`config.mk`:
```
export PLATFORM = sky130hd
export DESIGN_NAME = ccvf_mul
export DESIGN_NICKNAME = d
export VERILOG_FILES = /design/src/design/ccvf_pkg.sv /design/src/design/ccvf_mul.sv
export SDC_FILE = /design/constraint.sdc
export NUM_CORES = 1
export LEC_CHECK = 0
export ABC_AREA = 1
export ABC_CLOCK_PERIOD_IN_PS = 6100
export BUFFER_PORTS_ARGS = -buffer_cell sky130_fd_sc_hd__buf_2
export CORE_MARGIN = 4
export CORE_UTILIZATION = 64
export DETAILED_ROUTE_END_ITERATION = 10
export PLACE_DENSITY_LB_ADDON = 0.12
export SLEW_MARGIN = 20
export SYNTH_ARGS = -nofsm -noshare
export SYNTH_HDL_FRONTEND = slang
export SYNTH_SLANG_ARGS = --single-unit
```
`constraint.sdc`:
```
create_clock -name clk_i -period 6.1 [get_ports clk_i]
set_input_delay 0.305 -clock clk_i [delete_from_list [all_inputs] [get_ports clk_i]]
set_output_delay 0.305 -clock clk_i [all_outputs]
set_load 0.02 [all_outputs]
```
`src/design/ccvf_pkg.sv`:
```
// ----------------------------------------------------------------------------
// ccvf_pkg
// Shared types and constants for the cube cell volume fraction pipeline.
// ----------------------------------------------------------------------------
package ccvf_pkg;

  localparam int OFS_W    = 25;  // plane offset, signed
  localparam int NORM_W   = 16;  // normal components, signed
  localparam int SIZE_W   = 24;  // cell extents, unsigned
  localparam int PROD_W   = 39;  // size times normal magnitude
  localparam int REGION_W = 4;   // signed region code
  localparam int MUL_DIGIT = 8;  // multiplier digit per pipeline stage

  typedef enum logic [2:0] {
    RG_FULL    = 3'd0,
    RG_CORNER  = 3'd1,
    RG_EDGE    = 3'd2,
    RG_WEDGE   = 3'd3,
    RG_HEXAGON = 3'd4,
    RG_SQUARE  = 3'd5
  } region_e;

endpackage

```
`src/design/ccvf_mul.sv`:
```
// ----------------------------------------------------------------------------
// ccvf_mul
// Pipelined unsigned multiplier, one digit of the second operand per stage.
// ----------------------------------------------------------------------------
module ccvf_mul #(
  parameter int WA = 16,
  parameter int WB = 16
) (
  input  logic          clk_i,
  input  logic          en_i,
  input  logic [WA-1:0] a_i,
  input  logic [WB-1:0] b_i,
  output logic [WA+WB-1:0] p_o
);
  import ccvf_pkg::*;

  localparam int WD  = MUL_DIGIT;
  localparam int NS  = (WB + WD - 1) / WD;
  localparam int WBP = NS * WD;
  localparam int WP  = WA + WB;

  // operand carry registers exist for stages 0..NS-2
  logic [WA-1:0]    a_q [NS-1];
  logic [WBP-1:0]   b_q [NS-1];
  logic [WP-1:0]    p_q [NS];
  logic [WA+WD-1:0] pp  [NS];
  logic [WBP-1:0]   b_pad;

  assign b_pad = WBP'(b_i);

  for (genvar k = 0; k < NS; k++) begin : g_stage
    if (k == 0) begin : g_first
      assign pp[k] = (WA+WD)'(a_i) * (WA+WD)'(b_pad[WD-1:0]);
      always_ff @(posedge clk_i) begin
        if (en_i) begin
          a_q[k] <= a_i;
          b_q[k] <= b_pad;
          p_q[k] <= WP'(pp[k]);
        end
      end
    end else begin : g_next
      assign pp[k] = (WA+WD)'(a_q[k-1]) * (WA+WD)'(b_q[k-1][k*WD +: WD]);
      always_ff @(posedge clk_i) begin
        if (en_i) begin
          p_q[k] <= p_q[k-1] + (WP'(pp[k]) << (k*WD));
        end
      end
      if (k < NS - 1) begin : g_carry
        always_ff @(posedge clk_i) begin
          if (en_i) begin
            a_q[k] <= a_q[k-1];
            b_q[k] <= b_q[k-1];
          end
        end
      end
    end
  end

  assign p_o = p_q[NS-1];

endmodule

```
==> flow_summary.yaml <==
floorplanning:
  initial_core_util_pct: 65.7
  die_area_sq_um: 21600
  die_h_um: 147
  row_count: 50
  die_x_um: 147
  core_sq_um: 18800
  ios: 66
yosys:
  synth_top_family_by_area: "adder cells"
  synthXorXnorAreaFrac_pct: 3.54
  synth-simple-area-share_pct: 18.0
  ys_seq_elements: 80
  syn_nets: 1868
  ys_seq_area_share_pct: 19.4
  syn-cell-area_sq_um: 12400
  yosysTopAreaCell: "fa_1"
  netlist.area_leader.share_pct: 27.4
  syn_avg_cell_area_sq_um: 7.93
  synth_area_leaders: "fa_1 (27%), edfxtp_1 (19%), nand2_1 (13%), inv_1 (13%), ha_1 (11%)"
  synthMuxAreaShare_pct: 0
  synthCells: 1559
  yosysUniqueCellTypes: 35
  synth-compound-area-share_pct: 4.29
  synth_fa_ha_area_share_pct: 38.1
  ys_warn_count: 0
routing:
  viasPerCell: 5.10
  drtIter0Drc: 590
  wirelength_um: 27200
  postRouteAntennaNets: 0
  vias: 9282
  wl_per_cell_um: 15.0
  drcViolationCount: 0
  dr.pass1.iters: 5
placement:
  gp_congestion: 0.950
  io_buffers: 65
  place_hpwl_um: 22100
sta:
  slew_headroom_pct: 34.6
  clock_skew_ns: 0.00944
  tns_ns: 0
  setup_viol: 0
  hold_viol: 0
  fmax_mhz: 175
  fin_crit_ns: 5.73
  rsz0062_at_grt: "false"
  tightestPinTransition_ns: 0.981
  post-route-period-util_pct: 93.9
  maxSlewViolCount: 0
cts:
  ctsResizeCount: 0
  root_buffer: "clkbuf_16"
  cts_tree: "done"
  clk_latency_ns: 0.35
  path_clk_slew_ns: 0.07
  h-tree-depth: 3
  cts_buffers: 9
  cts_sinks: 80
  clockBufferDepth: 2
worst_setup_path:
  critPathTopFamily: "adder cells"
  criticalPathCategory: "register to register"
  cp_max_fo: 16
  rr_worst_depth: 22
  cp.arrival_ns: 5.82
  cp-end-kind: "register"
  r2r-end: "p_q[0][58]"
  max_stage_delay_ns: 0.78
  cp.required_ns: 6.20
  cp_slowest_cell: "edfxtp_1"
  cp_cell_sequence: "nand2_1 -> inv_1 -> fa_1 -> fa_1 -> fa_1 -> inv_1 -> fa_1 -> inv_1 -> ha_1 -> nand2_2 -> nor2_1 -> nand3_1 -> nand2_2 -> xor2_1 -> ha_1 -> nand2_1 -> inv_1 -> a21oi_1 -> o21ai_0 -> a21oi_1 -> nor2_2 -> xor2_1"
  ff2ff_setup_slack_ns: 0.37
  regToRegStartpoint: "b_q[0][15]"
  path_buf_inv: 4
  crit_path_start_kind: "register"
final_layout:
  layout_common_cells: "nand2_1 (422), inv_1 (416), fa_1 (169), ha_1 (106), edfxtp_1 (80)"
  fill_cells: 1568
  post_route_cells_drive_above_1_share_pct: 8.34
  fin_nets: 1863
  area_growth_pct: 5.01
  final_common_cell: "nand2_1"
  diodes: 0
global_routing:
  grt_pass1_wl_um: 46200
  grt_max_degree: 81
  grt_use_total_pct: 26.7
  grt_pass1_vias: 9693
  antenna_found_initial: 0
  grt-ovfl-total: 0
min_path:
  hp-class: "input pin to register"
  hold_depth: 1
  hp-start: "b_i[15]"
  hold_end: "b_q[0][15]"
run:
  cap_violations: 0
outcome:
  status: "finished clean"
logic make-up (layout without fill, tap and decap cells):
logic type                 after synthesis  count (layout)
adders and majority gates              275             275
xor gates and xnor gates                50              50
and+or+nand+nor                        543             543
buffers and inverters                  515             515
AOI/OAI and AO/OA                       96              96
DFF                                     80              80
worst reg2reg max path, delay by kind of cell, from the launching register on:
kind            cells  cell delay, ns
flops               1            0.78
simple gates        7            0.88
xor+xnor            2            0.37
fa+ha+maj           6            2.56
buf+inv             4            0.27
compound gates      3            0.63
worst max path at each step:
stage | startpoint | slack, ns | end | cells after the start
6_report | b_q[0][15] | 0.37 | p_q[0][58] | 22
5_1_grt | b_q[0][15] | 0.002 | p_q[0][62] | 25
4_1_cts | b_q[0][10] | 0.32 | p_q[0][57] | 23
3_5_place_dp | b_q[0][10] | 0.34 | p_q[0][61] | 24
3_3_place_gp | b_q[0][10] | 0.40 | p_q[0][57] | 23
2_1_floorplan | b_q[0][10] | 0.81 | p_q[0][58] | 24
flip-flops by register name (all words and copies together) (netlist names):
signal,count
b_q,8
p_q,56
a_q,16
area by class of cell:
type                            instances  area (sq um)  share of cell area (%)
Clock inverter                          7           109                   0.838
Multi-Input combinational cell        964          7910                    60.9
Timing Repair Buffer                   80           440                    3.39
Sequential cell                        80          2400                    18.5
Tap cell                              260           325                    2.51
Clock buffer                            9           225                    1.73
Inverter                              419          1570                    12.1
cells in the mapped netlist:
library cell / count
xor2_1: 38
nand2_4: 2
o211a_1: 1
nand2_2: 15
ha_1: 106
nand3_1: 38
edfxtp_1: 80
inv_2: 3
clkbuf_1: 64
o21ai_1: 5
o211ai_1: 1
inv_1: 416
o21bai_1: 3
a31oi_1: 2
xnor2_1: 12
nor2_1: 36
nand3_2: 3
nor2_4: 1
a21o_1: 6
a21oi_1: 55
o21a_1: 1
nand2_1: 422
nor2_2: 6
nor4_1: 1
o21ai_0: 17
fa_1: 169
o31ai_1: 3
nor3_1: 7
a21oi_2: 2
nor3_2: 1
or2_4: 1
nand3b_1: 2
buf_4: 32
nand4_1: 7
and2_1: 1
timing repair:
item,4_1_cts,5_1_grt
hold buffers,0,0
endpoints found under the setup margin,0,6
buffers inserted,0,14
stage by stage:
stage               instances  hold WS (ns)  worst slack (ns)  cell area [sq um]  util [%]
detailed placement       1789         0.406             0.343              12500      66.6
CTS                      1805         0.108             0.318              12900      68.4
global route             1819         0.114           0.00229              13000      68.9
floorplan                1559         0.400             0.812              12400         -
global placement         1789         0.404             0.404              12500      66.6
finish                   1819         0.122             0.375              13000      68.9
layer usage:
layer / GRT usage, % / share of wire (%) / vias up
met5: 0 / 0 / -
met4: 8.01 / 2.1 / 0
met3: 3.64 / 5.2 / 46
met2: 47.8 / 51 / 262
met1: 33.8 / 42 / 4440
li1: - / - / 4534
Power is left out: the tool's default activity adds up to more than one toggle a clock period on the data nets, which glitch-free logic cannot reach.
