File: config.mk
export PLATFORM = sky130hd
export DESIGN_NAME = ccvf_div
export DESIGN_NICKNAME = d
export VERILOG_FILES = /design/src/design/ccvf_div.sv
export SDC_FILE = /design/constraint.sdc
export NUM_CORES = 1
export LEC_CHECK = 0
export BUFFER_PORTS_ARGS = -buffer_cell sky130_fd_sc_hd__buf_2
export CORE_MARGIN = 10
export CORE_UTILIZATION = 69
export DETAILED_ROUTE_END_ITERATION = 16
export PLACE_DENSITY = 0.89
export RECOVER_POWER = 50
export SETUP_SLACK_MARGIN = 0.2
export SYNTH_ARGS = -nofsm -noshare
export SYNTH_HDL_FRONTEND = slang
export SYNTH_SLANG_ARGS = --single-unit
File: constraint.sdc
create_clock -name clk_i -period 8.71 [get_ports clk_i]
set_input_delay 0 -clock clk_i [delete_from_list [all_inputs] [get_ports clk_i]]
set_output_delay 0 -clock clk_i [all_outputs]
set_load 0.01 [all_outputs]
File: src/design/ccvf_div.sv
// ----------------------------------------------------------------------------
// ccvf_div
// Pipelined restoring divider, one quotient bit per stage, quotient limited
// to one half of full scale.
// ----------------------------------------------------------------------------
module ccvf_div #(
  parameter int WNUM = 32,
  parameter int WDEN = 16,
  parameter int QW   = 16
) (
  input  logic            clk_i,
  input  logic            en_i,
  input  logic [WNUM-1:0] num_i,
  input  logic [WDEN-1:0] den_i,
  output logic [QW-1:0]   q_o
);

  localparam int WR = (WNUM > WDEN + QW) ? WNUM : WDEN + QW;
  localparam logic [QW-1:0] HALF = QW'(1) << (QW - 1);

  logic [WR-1:0] rem_q [QW];
  logic [WR-1:0] den_q [QW];
  logic [QW-1:0] q_q   [QW];
  logic          cap_q [QW];

  always_ff @(posedge clk_i) begin
    if (en_i) begin
      rem_q[0] <= WR'(num_i);
      den_q[0] <= WR'(den_i);
      q_q[0]   <= '0;
      cap_q[0] <= WR'(num_i) >= (WR'(den_i) << (QW - 1));
    end
  end

  for (genvar s = 1; s < QW; s++) begin : g_bit
    localparam int K = QW - 1 - s;
    logic [WR-1:0] trial;
    logic          take;
    assign trial = den_q[s-1] << K;
    assign take  = !cap_q[s-1] && (rem_q[s-1] >= trial);
    always_ff @(posedge clk_i) begin
      if (en_i) begin
        rem_q[s] <= take ? rem_q[s-1] - trial : rem_q[s-1];
        den_q[s] <= den_q[s-1];
        q_q[s]   <= q_q[s-1] | (QW'(take) << K);
        cap_q[s] <= cap_q[s-1];
      end
    end
  end

  assign q_o = cap_q[QW-1] ? HALF : q_q[QW-1];

endmodule

==> impl_metrics.toml, run 1 <==
[finish]
n_antenna_cell = 0
fin_cells = 4615
layout_common_cells = "edfxtp_1 (856), inv_1 (325), ha_1 (256), nand2_1 (228), o21ai_0 (220)"
drive_gt1_frac = 0.0740
fin_area_um2 = 48100
utilization = 0.764
layout_commonest_cell = "edfxtp_1"
nets = 4026
area_growth_pct = 9.90

[clock_tree]
clkTransAtPathRegs_ps = 60
clock_latency_ps = 640
clock_sinks = 856
cts_buffers = 88
cts_tree = "built"
cts-root-buf = "clkbuf_16"
clock_path_buffers = 3
cts_setup_buffers = 0
htreeDepth = 3

[logic_synthesis]
ys_seq_area_frac = 0.587
postSynthCellCount = 3555
synth.avg_cell_area_um2 = 12.3
synth-edff-count = 856
ys_seq_elements = 856
async_reset_ff_frac = 0
synth-main-ff-cell = "edfxtp_1"
synth_cell_types = 78
synthesis.area_um2 = 43800
yosys_warnings = 0
syn_nets = 3875

[sta]
tightest_slew_ps = 4070
fin_tns_setup_ps = 0
finalClockSkew_ps = 21.0
maxClockFrequency_mhz = 206
slew_headroom = -1.71
drv_slew = 304
fin_crit_ps = 4840
finalHoldViolCount = 0
min_period_over_period = 0.556
rsz0062_at_grt = "no"
setup_violations = 0

[drt]
firstDrtPassIters = 5
drc = 0
drtAntennaViolNets = 0
vias = 28600
drtIter0Drc = 1974
drt_wl_total_mm = 89.6
drt-wirelength-per-cell_um = 19.4
vias_per_cell = 6.19

[floorplanning]
core_um2 = 63000
die-width_um = 272
io_pins = 66
fp-row-count = 92
start_util = 0.695
dieArea_um2 = 73900
die_h_um = 272

[placement]
dp.cells = 4413
gp_congestion = 0.933
dp_hpwl_mm = 60.8
place_area_um2 = 45100
port_buffers = 65

[worst_setup_path]
r2r_slack_ps = 4240
worstPathArrival_ps = 5090
worst_setup_path_start_kind = "input port"
worst-path-max-fanout = 191
r2r_start = "rem_q[1][37]$_DFFE_PP_"
r2r-end = "rem_q[1][93]$_DFFE_PP_"
critPathLaunch = "en_i"
cp-endpoint = "rem_q[1][5]$_DFFE_PP_"
crit_type = "in -> reg"
crit_path_end_kind = "flop"
cp_data_required_time_ps = 8960
r2r_cells = 12

[global_routing]
grt_first_pass_wirelength_mm = 143
globalRouteTotalUtil = 0.239
grt.overflow.total = 0
antenna_found_initial = 0
grt_start_max_net_pins = 192
first_global_vias = 29700

[run_status]
failed_checks = "max-capacitance violations, max-slew violations"
status = "complete, but fails checks"

[job]
maxCapViolations = 3

[power]
powerDensity_nw_per_um2 = 237
ir_drop_mv = 0.210
p_leak_uw = 0.0187

[min_path]
hold_class = "in -> reg"
-- area by class of cell --
class	count	area, um2
Multi-Input combinational cell	2303	16600
Sequential cell	856	25700
Timing Repair Buffer	131	913
Fill cell	3717	14900
Clock buffer	112	2290
Tap cell	846	1060
Inverter	326	1220
Clock inverter	41	304
-- synth_stat cells (all sizes together), types with 53 or more instances --
library cell / number / area share
nand2: 228 / 0.020
nor3: 90 / 0.010
edfxtp: 856 / 0.59
xor2: 125 / 0.025
nor2: 153 / 0.013
clkbuf: 63 / 0.0054
a21o: 96 / 0.016
o21ai: 222 / 0.025
nand3: 55 / 0.0063
inv: 326 / 0.028
ha: 256 / 0.073
nor2b: 59 / 0.0084
mux2: 87 / 0.024
nor4: 53 / 0.0076
a21oi: 186 / 0.021
xnor2: 155 / 0.031
-- logic make-up after synthesis --
kind of cell / Yosys count / synth area share
AND/OR/NAND/NOR: 880 / 0.104
flip-flops: 856 / 0.587
AO/OA/AOI/OAI: 777 / 0.113
buffers and inverters: 396 / 0.0345
XOR/XNOR: 280 / 0.0560
adder cells (fa/ha/maj): 270 / 0.0796
multiplexers: 96 / 0.0256
-- worst max-delay path, cell delays in order --
cell	delay, ps
dlygate4sd3_1	570
buf_8	560
clkbuf_2	2940
buf_12	600
-- flip-flops by register name (all words and copies together) (netlist names) --
name   cells
cap_q     16
den_q    240
q_q      120
rem_q    480
-- worst min-delay path by stage --
stage | from | to | slack [ps] | cells past startpoint
final | den_i[14] | den_q[0][14]$_DFFE_PP_ | 100 | 2
after floorplan | den_i[0] | den_q[0][0]$_DFFE_PP_ | 100 | 0
after global routing | den_i[3] | den_q[0][3]$_DFFE_PP_ | 90 | 2
after global placement | den_i[11] | den_q[0][11]$_DFFE_PP_ | 190 | 1
after detailed placement | num_i[15] | rem_q[0][15]$_DFFE_PP_ | 190 | 1
after CTS | den_i[12] | den_q[0][12]$_DFFE_PP_ | 50 | 2
-- per-stage QoR --
stage          total power [uW]  hold slack, ps  worst slack (ps)
2_1_floorplan              7240            98.9              5360
3_3_place_gp               7790             190              4570
3_5_place_dp               7920             192              4510
4_1_cts                   11400            52.5              4370
5_1_grt                   11900            91.8              3560
6_report                  11400             103              3870
-- where the power goes --
group	internal [uW]	total, uW	switching (uW)
registers	5120	5390	270
logic	1100	2560	1460
clock network	1920	3450	1530
-- layer usage --
layer | vias to the layer above | global-route usage | share of wire
met2 | 963 | 0.481 | 0.57
met5 | - | 0 | 0
li1 | 13600 | - | -
met3 | 307 | 0.0304 | 0.039
met4 | 0 | 0.154 | 0.062
met1 | 13700 | 0.219 | 0.33
-- timing repair --
| action | CTS | global route |
|---|---|---|
| hold buffers | 49 | 0 |
| gates resized for setup | 0 | 0 |
| endpoints found under the hold margin | 153 | 0 |
No activity file was read; power rests on OpenSTA's default activity.
==> run 2, diff against run 1 <==
--- a/config.mk
+++ b/config.mk
@@ -5,11 +5,12 @@
 export SDC_FILE = /design/constraint.sdc
 export NUM_CORES = 1
 export LEC_CHECK = 0
+export ABC_AREA = 1
 export BUFFER_PORTS_ARGS = -buffer_cell sky130_fd_sc_hd__buf_2
 export CORE_MARGIN = 10
-export CORE_UTILIZATION = 69
+export CORE_UTILIZATION = 58
 export DETAILED_ROUTE_END_ITERATION = 16
-export PLACE_DENSITY = 0.89
+export PLACE_DENSITY = 0.8
 export RECOVER_POWER = 50
 export SETUP_SLACK_MARGIN = 0.2
 export SYNTH_ARGS = -nofsm -noshare
==> constraint.sdc (replaced) <==
create_clock -name clk_i -period 3.95 [get_ports clk_i]
set_input_delay 0 -clock clk_i [delete_from_list [all_inputs] [get_ports clk_i]]
set_output_delay 0 -clock clk_i [all_outputs]
set_load 0.01 [all_outputs]
==> run 2 against run 1 <==
Effect of this change:
- the flow still finishes with violations (max-capacitance violations, max-slew violations)
- highest routed layer is now met5
- via count grew 49%
- final cell count grew 71%
- area after synthesis grew 19%
- hold slack lost 48 ps
- first-iteration DRC count grew 110%
- setup slack lost 3100 ps
- cell area grew 19%
- largest power group unchanged
- critical path depth shrank 1
- clock skew grew 9.0 ps
- sequential power grew 120%
==> impl_metrics.toml, run 2 <==
[min_path]
hold_class = "in -> reg"
hold_depth = 2

[drt]
firstDrtPassIters = 6
vias = 42500
drc = 0
vias_per_cell = 5.39
drt-wirelength-per-cell_um = 18.0
drtIter0Drc = 4217
drt_wl_total_mm = 142
drtAntennaViolNets = 0

[worst_setup_path]
crit_chain = "dlygate4sd3_1 > clkbuf_2 > clkbuf_1"
critPathMaxStageDelay_ps = 1910
worstPathArrival_ps = 3450
critPathSlowestCell = "clkbuf_2"
cp_data_required_time_ps = 4230
crit_family = "buffers and inverters"
worst_setup_path_start_kind = "input port"
cp.depth = 3
crit_type = "in -> reg"
cp_num_buf_inv = 3
worst-path-max-fanout = 90
crit_path_end_kind = "flop"
r2r_cells = 12

[clock_tree]
clkTransAtPathRegs_ps = 60
cts_tree = "built"
postCtsResizedCells = 0
cts_setup_buffers = 0
clock_path_buffers = 3
clock_latency_ps = 680
htreeDepth = 3
holdBufCountCts = 49
cts_buffers = 93
cts-root-buf = "clkbuf_16"
clock_sinks = 856

[floorplanning]
die_h_um = 319
core_um2 = 88600
fp-row-count = 109
io_pins = 66
dieArea_um2 = 102000
start_util = 0.586
die-width_um = 319

[finish]
largestRegisters = "rem_q x480, den_q x240, q_q x120"
drive_gt1_frac = 0.0366
layout_commonest_cell = "nand2_1"
fin_area_um2 = 57200
layout_common_cells = "nand2_1 (2,517), inv_1 (1,076), edfxtp_1 (856), nor2_1 (568), nand3_1 (302)"
area_growth_pct = 10.1
utilization = 0.645
largest_reg_flops = 480
top_register = "rem_q"
nets = 6963

[global_routing]
grt_use_met1 = 0.362
globalRouteTotalUtil = 0.274
grtUsageMet3 = 0.0389
met2_usage = 0.460
grt_start_max_net_pins = 114
globalRoute.busiestLayer = "met2"
first_global_vias = 40200
antenna_found_initial = 2
grt_first_pass_wirelength_mm = 222
grt.overflow.total = 0

[logic_synthesis]
synth-edff-count = 856
synth_area_leaders = "edfxtp_1 (50%), nand2_1 (18%), inv_1 (7.8%), ha_1 (6.2%), nor2_1 (4.1%)"
syn_nets = 6787
synth.avg_cell_area_um2 = 8.03
synthTopCellsByCount = "nand2_1 (2,517), inv_1 (1,076), edfxtp_1 (856), nor2_1 (568), nand3_1 (302)"
synth-main-ff-cell = "edfxtp_1"
ys_seq_area_frac = 0.495
yosys_warnings = 0
postSynthCellCount = 6467
ys_seq_elements = 856
async_reset_ff_frac = 0
synthMostInstantiatedCell = "nand2_1"
synthesis.area_um2 = 51900
synth_top_cell_by_area = "edfxtp_1"
yosysTopAreaCellShare = 0.495
synth_cell_types = 46

[run_status]
status = "complete, but fails checks"
failed_checks = "max-capacitance violations, max-slew violations"

[sta]
min_period_over_period = 0.802
rsz0062_at_grt = "no"
setup_violations = 0
drv_slew = 85
tightest_slew_ps = 2800
finalClockSkew_ps = 30.0
finalHoldViolCount = 0
maxClockFrequency_mhz = 316
fin_hold_ws_ps = 55.3
slew_headroom = -0.869
fin_crit_ps = 3170
fin_tns_setup_ps = 0

[placement]
port_buffers = 65
dp_hpwl_mm = 110
gp_congestion = 0.962
place_area_um2 = 53600

[power]
powerDensity_nw_per_um2 = 486
p_leak_uw = 0.0271
power_uw = 27800
ir_drop_mv = 0.390

[job]
maxCapViolations = 1
[run 2: cell types whose count changed in the layout (fill, tap and decap cells not counted), sizes merged, moves of 58 or more]
cell,delta
nor2b,-58
xor2,-65
nand2,+2308
nand3,+251
mux2,-87
nand4,+60
inv,+764
a21o,-89
nor2,+430
[run 2: final timing paths]
| kind | startpoint | endpoint | slack, ps |
|---|---|---|---|
| worst max-delay path | en_i | den_q[0][224]$_DFFE_PP_ | 780 |
| worst min-delay path | den_i[1] | den_q[0][1]$_DFFE_PP_ | 60 |
| worst max register to register | den_q[1][64]$_DFFE_PP_ | rem_q[1][106]$_DFFE_PP_ | 800 |
| worst min register to register | q_q[1][75]$_DFFE_PP_ | q_q[1][91]$_DFFE_PP_ | 400 |
[run 2: routing by layer]
metal	vias to the layer above	wire length, um
li1	21000	-
met1	19700	60600
met2	1529	66800
met3	283	9640
met4	2	4820
met5	-	13
[run 2: per-stage QoR]
stage	setup slack [ps]	cells
floorplan	1730	6467
global placement	834	7664
detailed placement	886	7664
CTS	868	7882
global route	556	7883
finish	781	7883
[run 2: layout make-up]
type	instances	area [um2]
diodes	1	2.50
clock buffers	114	2470
clock inverters	55	681
fillers	7542	31500
inverters	1089	4090
multi-input cells	4461	21700
flip-flops and latches	856	25700
well taps	1165	1460
repair buffers	142	1060
[run 2: where the power goes]
part | switching, uW | internal (uW) | total [uW]
clock | 3690 | 5370 | 9070
combinational | 4510 | 2300 | 6810
sequential | 772 | 11100 | 11900
total | 8970 | 18800 | 27800
[run 2: cell families (layout without fill, tap and decap cells)]
logic type | count (synthesis) | in the layout | share of synthesized area
xor+xnor | 158 | 158 | 0.0267
simple gates | 3685 | 3685 | 0.289
buf+inv | 1150 | 1400 | 0.0867
flops | 856 | 856 | 0.495
other cells | 0 | 1 | 0
compound gates | 348 | 348 | 0.0357
fa+ha+maj | 270 | 270 | 0.0671
[run 2: worst register-to-register path, cell delays in order, from the launching register on]
cell	delay, ps
edfxtp_1	420
ha_1	260
fa_1	450
inv_1	180
nand2_1	70
nand3_1	80
nand2_1	70
nand3_2	120
nand2_1	70
nand2_1	110
nand2_2	290
buf_4	340
o21ai_0	420
